`src/rtl/assert_macros.svh`:
```
// Assertion helpers shared by the RTL.
`ifndef ASSERT_MACROS_SVH
`define ASSERT_MACROS_SVH

// Implication checked on every rising edge outside reset.
`define M4I_ASSERT_IMPL(label, clk, rstn, ante, cons, msg) \
    label: assert property (@(posedge clk) disable iff (!rstn) (ante) |-> (cons)) \
        else $error(msg);

// Condition that must never be seen outside reset.
`define M4I_ASSERT_NEVER(label, clk, rstn, expr, msg) \
    label: assert property (@(posedge clk) disable iff (!rstn) !(expr)) \
        else $error(msg);

`endif

```
`src/rtl/m4i_pkg.sv`:
```
`timescale 1ns / 1ps

package m4i_pkg;

    localparam int ELEM_W        = 32;
    localparam int IDX_W         = 4;
    localparam int FRAC_BITS_DEF = 16;
    localparam int MINOR_W       = 99;   // exact 3x3 minor
    localparam int DET_W         = 133;  // exact determinant
    localparam int QUEUE_DEPTH   = 4;
    localparam int QUEUE_AW      = 2;
    localparam int OUT_TDATA_W   = 40;

    localparam logic [ELEM_W-1:0] SAT_MAX = 32'h7FFF_FFFF;
    localparam logic [ELEM_W-1:0] SAT_MIN = 32'h8000_0000;

    typedef struct packed {
        logic [ELEM_W-1:0] element;
        logic              last;
    } item_t;

    typedef struct packed {
        logic              done;
        logic [ELEM_W-1:0] quotient;
    } div_status_t;

    // i-th index (0..2) left after removing index sk from 0..3
    function automatic logic [1:0] skip_idx(input logic [1:0] idx, input logic [1:0] sk);
        return (idx >= sk) ? idx + 2'd1 : idx;
    endfunction

endpackage

```
`src/rtl/m4i_front.sv`:
```
`timescale 1ns / 1ps

module m4i_front (
    input  logic                        aclk,
    input  logic                        aresetn,
    input  logic                        s_axis_tvalid,
    output logic                        s_axis_tready,
    input  logic [m4i_pkg::ELEM_W-1:0]  s_axis_tdata,
    input  logic                        s_axis_tlast,
    output logic                        q_valid,
    output m4i_pkg::item_t              q_item,
    input  logic                        q_ready
);

    localparam int AW = m4i_pkg::QUEUE_AW;
    localparam logic [AW:0] FULL_COUNT = (AW + 1)'(m4i_pkg::QUEUE_DEPTH);

    m4i_pkg::item_t  fifo_reg [m4i_pkg::QUEUE_DEPTH];
    logic [AW-1:0]   wr_ptr_reg;
    logic [AW-1:0]   rd_ptr_reg;
    logic [AW:0]     count_reg;
    logic            push;
    logic            pop;

    assign s_axis_tready = (count_reg != FULL_COUNT);
    assign q_valid       = (count_reg != '0);
    assign q_item        = fifo_reg[rd_ptr_reg];
    assign push          = s_axis_tvalid && s_axis_tready;
    assign pop           = q_valid && q_ready;

    always_ff @(posedge aclk) begin
        if (push) begin
            fifo_reg[wr_ptr_reg].element <= s_axis_tdata;
            fifo_reg[wr_ptr_reg].last    <= s_axis_tlast;
        end
    end

    always_ff @(posedge aclk) begin
        if (!aresetn) begin
            wr_ptr_reg <= '0;
            rd_ptr_reg <= '0;
            count_reg  <= '0;
        end else begin
            if (push) begin
                wr_ptr_reg <= wr_ptr_reg + 1'b1;
            end
            if (pop) begin
                rd_ptr_reg <= rd_ptr_reg + 1'b1;
            end
            if (push && !pop) begin
                count_reg <= count_reg + 1'b1;
            end else if (pop && !push) begin
                count_reg <= count_reg - 1'b1;
            end
        end
    end

endmodule

```
`config.mk`:
```
export PLATFORM = sky130hd
export DESIGN_NAME = m4i_front
export DESIGN_NICKNAME = d
export VERILOG_FILES = /design/src/rtl/assert_macros.svh /design/src/rtl/m4i_pkg.sv /design/src/rtl/m4i_front.sv
export SDC_FILE = /design/constraint.sdc
export NUM_CORES = 1
export LEC_CHECK = 0
export BUFFER_PORTS_ARGS = -buffer_cell sky130_fd_sc_hd__buf_2
export CORE_ASPECT_RATIO = 1.75
export CORE_MARGIN = 2
export CORE_UTILIZATION = 59
export CTS_BUF_LIST = sky130_fd_sc_hd__clkbuf_8
export DETAILED_ROUTE_END_ITERATION = 8
export PLACE_DENSITY_LB_ADDON = 0.15
export SYNTH_ARGS = -nofsm -noshare
export SYNTH_HDL_FRONTEND = slang
export SYNTH_SLANG_ARGS = --single-unit
```
`constraint.sdc`:
```
create_clock -name aclk -period 6 [get_ports aclk]
set_input_delay 1.8 -clock aclk [delete_from_list [all_inputs] [get_ports aclk]]
set_output_delay 1.8 -clock aclk [all_outputs]
set_load 0.01 [all_outputs]
```
==> run metrics <==
row count=45; FMAX=about 240 MHz; area grow syn2layout=15.1%; NetSw=around 650 µW; worst slew pin tran=just over 0.9 ns; vias=between 2000 and 2500; total track usage=18.4%; port bufs=71; Worst Clk Skew=0.00835 ns; per-cell routed wire length=18.6 µm; Cells after DPL=approximately 400; die width=75.7 µm; post-route worst setup slack=between 1.5 and 2 ns; number of global-route vias before repair=around 2400; max_cap viols=0; Pint=1890 µW; post-cts resize count=0; Sw Ratio=25.5%; commonest non-fill, non-tap cell in the layout=edfxtp_1; TNS Setup=0 ns; nets=346; Layout Cells excl Fill=about 430; Vias/cell=around 5.4; Yosys reg bits=141; final estimated routing congestion in global placement=0.676; Die ar.=9790 µm²; pre-CTS setup slack=2.25 ns; first-pass GRT wire length=about 12000 µm; Slew headroom=38.9%; GRT overflow=0; DR iter-0 viols=around 140; Critical Setup Path Class=flop to primary output; core area=8730 µm²; CTS sink count=141; CP max FO=17; setup violators final=0; post-CTS setup buffers=0; Syn Std Cell Area=5300 µm²; Starting Density=60.8%; Register Area=about 4100 µm²; RSZ-0062 raised after global routing=no; post-synthesis cell count=between 200 and 250; antenna fix cells=0; pin count of the biggest net entering global routing=34; Seq pwr share=50.6%; Fin. Hold Viols=0; synthesized area per cell=24.0 µm²; Comb power frac=21.7%; footprint of the multi-input gates=1060 µm²; Largest register FFs=132; most frequent cells in the layout=edfxtp_1, buf_2, mux4_2, clkbuf_8, inv_1; Worst VDD drop=0.275 mV; routed wire length=8060 µm; outcome=finished, final reports clean; Pins Over Slew Limit=0; Worst-path clk slew=0.07 ns; layout cells sized above 1=43.4%; drc violations=0; P per Cell Area=about 420 nW/µm²; Tmin final=4.12 ns; H-tree depth=4; clock tree from TritonCTS=done; Clk pwr share=27.7%; DR pass1 iterations=4; Post-Syn Nets=264; Hold-fix buffers, CTS=0; CP Capture Type=primary output; Clock Tree Root=clkbuf_8; Worst Hold Class=flop to flop; cts bufs inserted=17; register area share after synthesis=78.1%; Clock Latency Late Sink=0.42 ns; hpwl dp=5000 µm; distinct cell type count after synthesis=24; Routed Antenna Nets=0; I/O Pins=between 70 and 80; Final Cycle Share=68.7%; Yosys top cell area share=74.7%; largest area contributor in the synthesized netlist=edfxtp_1; ranking of synthesized cells by area=edfxtp_1, mux4_2, dfxtp_1, mux4_1, ha_1; initial antenna violation count=1; Leakage=0.00211 µW; Critical Path AT=2.32 ns; deepest clock path buffer count=2; Vert. Die Dim=~130 µm; fill cell total of the finished layout=~560; CP required=about 4.2 ns; CP startpoint kind=flop; synth warn=0; fin util=69.9%
## critical path, stage by stage (launching register included)
cell     delay (ns)
dfxtp_2        0.71
buf_4          0.43
mux4_1         0.59
buf_2          0.15
## power groups by stage
stage	Sequential [µW]	Combinational (µW)	Clock (µW)
global route	1300	604	761
CTS	1290	564	721
detailed placement	1310	562	0
finish	1280	550	702
global placement	1300	555	0
floorplan	1250	459	0
## path summary, 6_finish.rpt
check / start / slack [ns] / end / depth (start not counted)
max: flop / 1.88 / q_item[28] / 3
max reg2reg: count_reg[0]$_SDFFE_PN0P_ / 3.67 / count_reg[2]$_SDFFE_PN0P_ / 8
min reg2reg: wr_ptr_reg[1]$_SDFFE_PN0P_ / 0.50 / wr_ptr_reg[1]$_SDFFE_PN0P_ / 2
min: wr_ptr_reg[1]$_SDFFE_PN0P_ / 0.50 / wr_ptr_reg[1]$_SDFFE_PN0P_ / 2
## per-layer routing
metal  GRT usage [%]  share of wire (%)  up-vias
li1                -                  -     1080
met1            21.6                 39     1185
met2            29.9                 53       79
met3            7.62                6.2       13
met4            7.12                1.4        2
met5               0               0.16        -
## per-stage QoR
step,power (µW),cell area [µm²],hold slack (ns)
2_1_floorplan,1710,5300,0.468
3_3_place_gp,1860,5730,0.479
3_5_place_dp,1870,5730,0.493
4_1_cts,2570,6100,0.503
5_1_grt,2670,6100,0.555
6_report,2540,6100,0.498
## synth_stat cells
| library cell | count |
|---|---|
| nor2b_1 | 1 |
| nand2_1 | 5 |
| buf_2 | 3 |
| xnor2_1 | 3 |
| inv_1 | 3 |
| o31ai_4 | 1 |
| xor2_1 | 1 |
| fa_1 | 1 |
| edfxtp_1 | 132 |
| clkbuf_1 | 2 |
| nor2_1 | 1 |
| mux4_1 | 3 |
| a21boi_2 | 1 |
| dfxtp_1 | 9 |
| or3_1 | 2 |
| ha_1 | 5 |
| mux4_2 | 30 |
| o311ai_2 | 1 |
| and2_1 | 8 |
| buf_6 | 1 |
| o21ai_0 | 1 |
| buf_12 | 3 |
| a21boi_0 | 1 |
| mux2i_1 | 3 |
## cell type report
type | instances | share of cell area, %
Clock buffer | 17 | 3.83
Clock inverter | 15 | 2.34
Inverter | 3 | 0.185
Multi-Input combinational cell | 68 | 17.4
Sequential cell | 141 | 67.9
Tap cell | 117 | 2.40
Timing Repair Buffer | 72 | 5.95
## kinds of logic (layout without fill, tap and decap cells)
logic type / count (synthesis) / in the layout / synth area share [%]
mux: 36 / 36 / 14.8
compound gates: 5 / 5 / 1.16
xor+xnor: 4 / 4 / 0.661
fa+ha+maj: 6 / 6 / 1.56
flops: 141 / 141 / 78.1
simple gates: 17 / 17 / 1.72
buf+inv: 12 / 107 / 1.98
(Power assumes the default switching activity.)
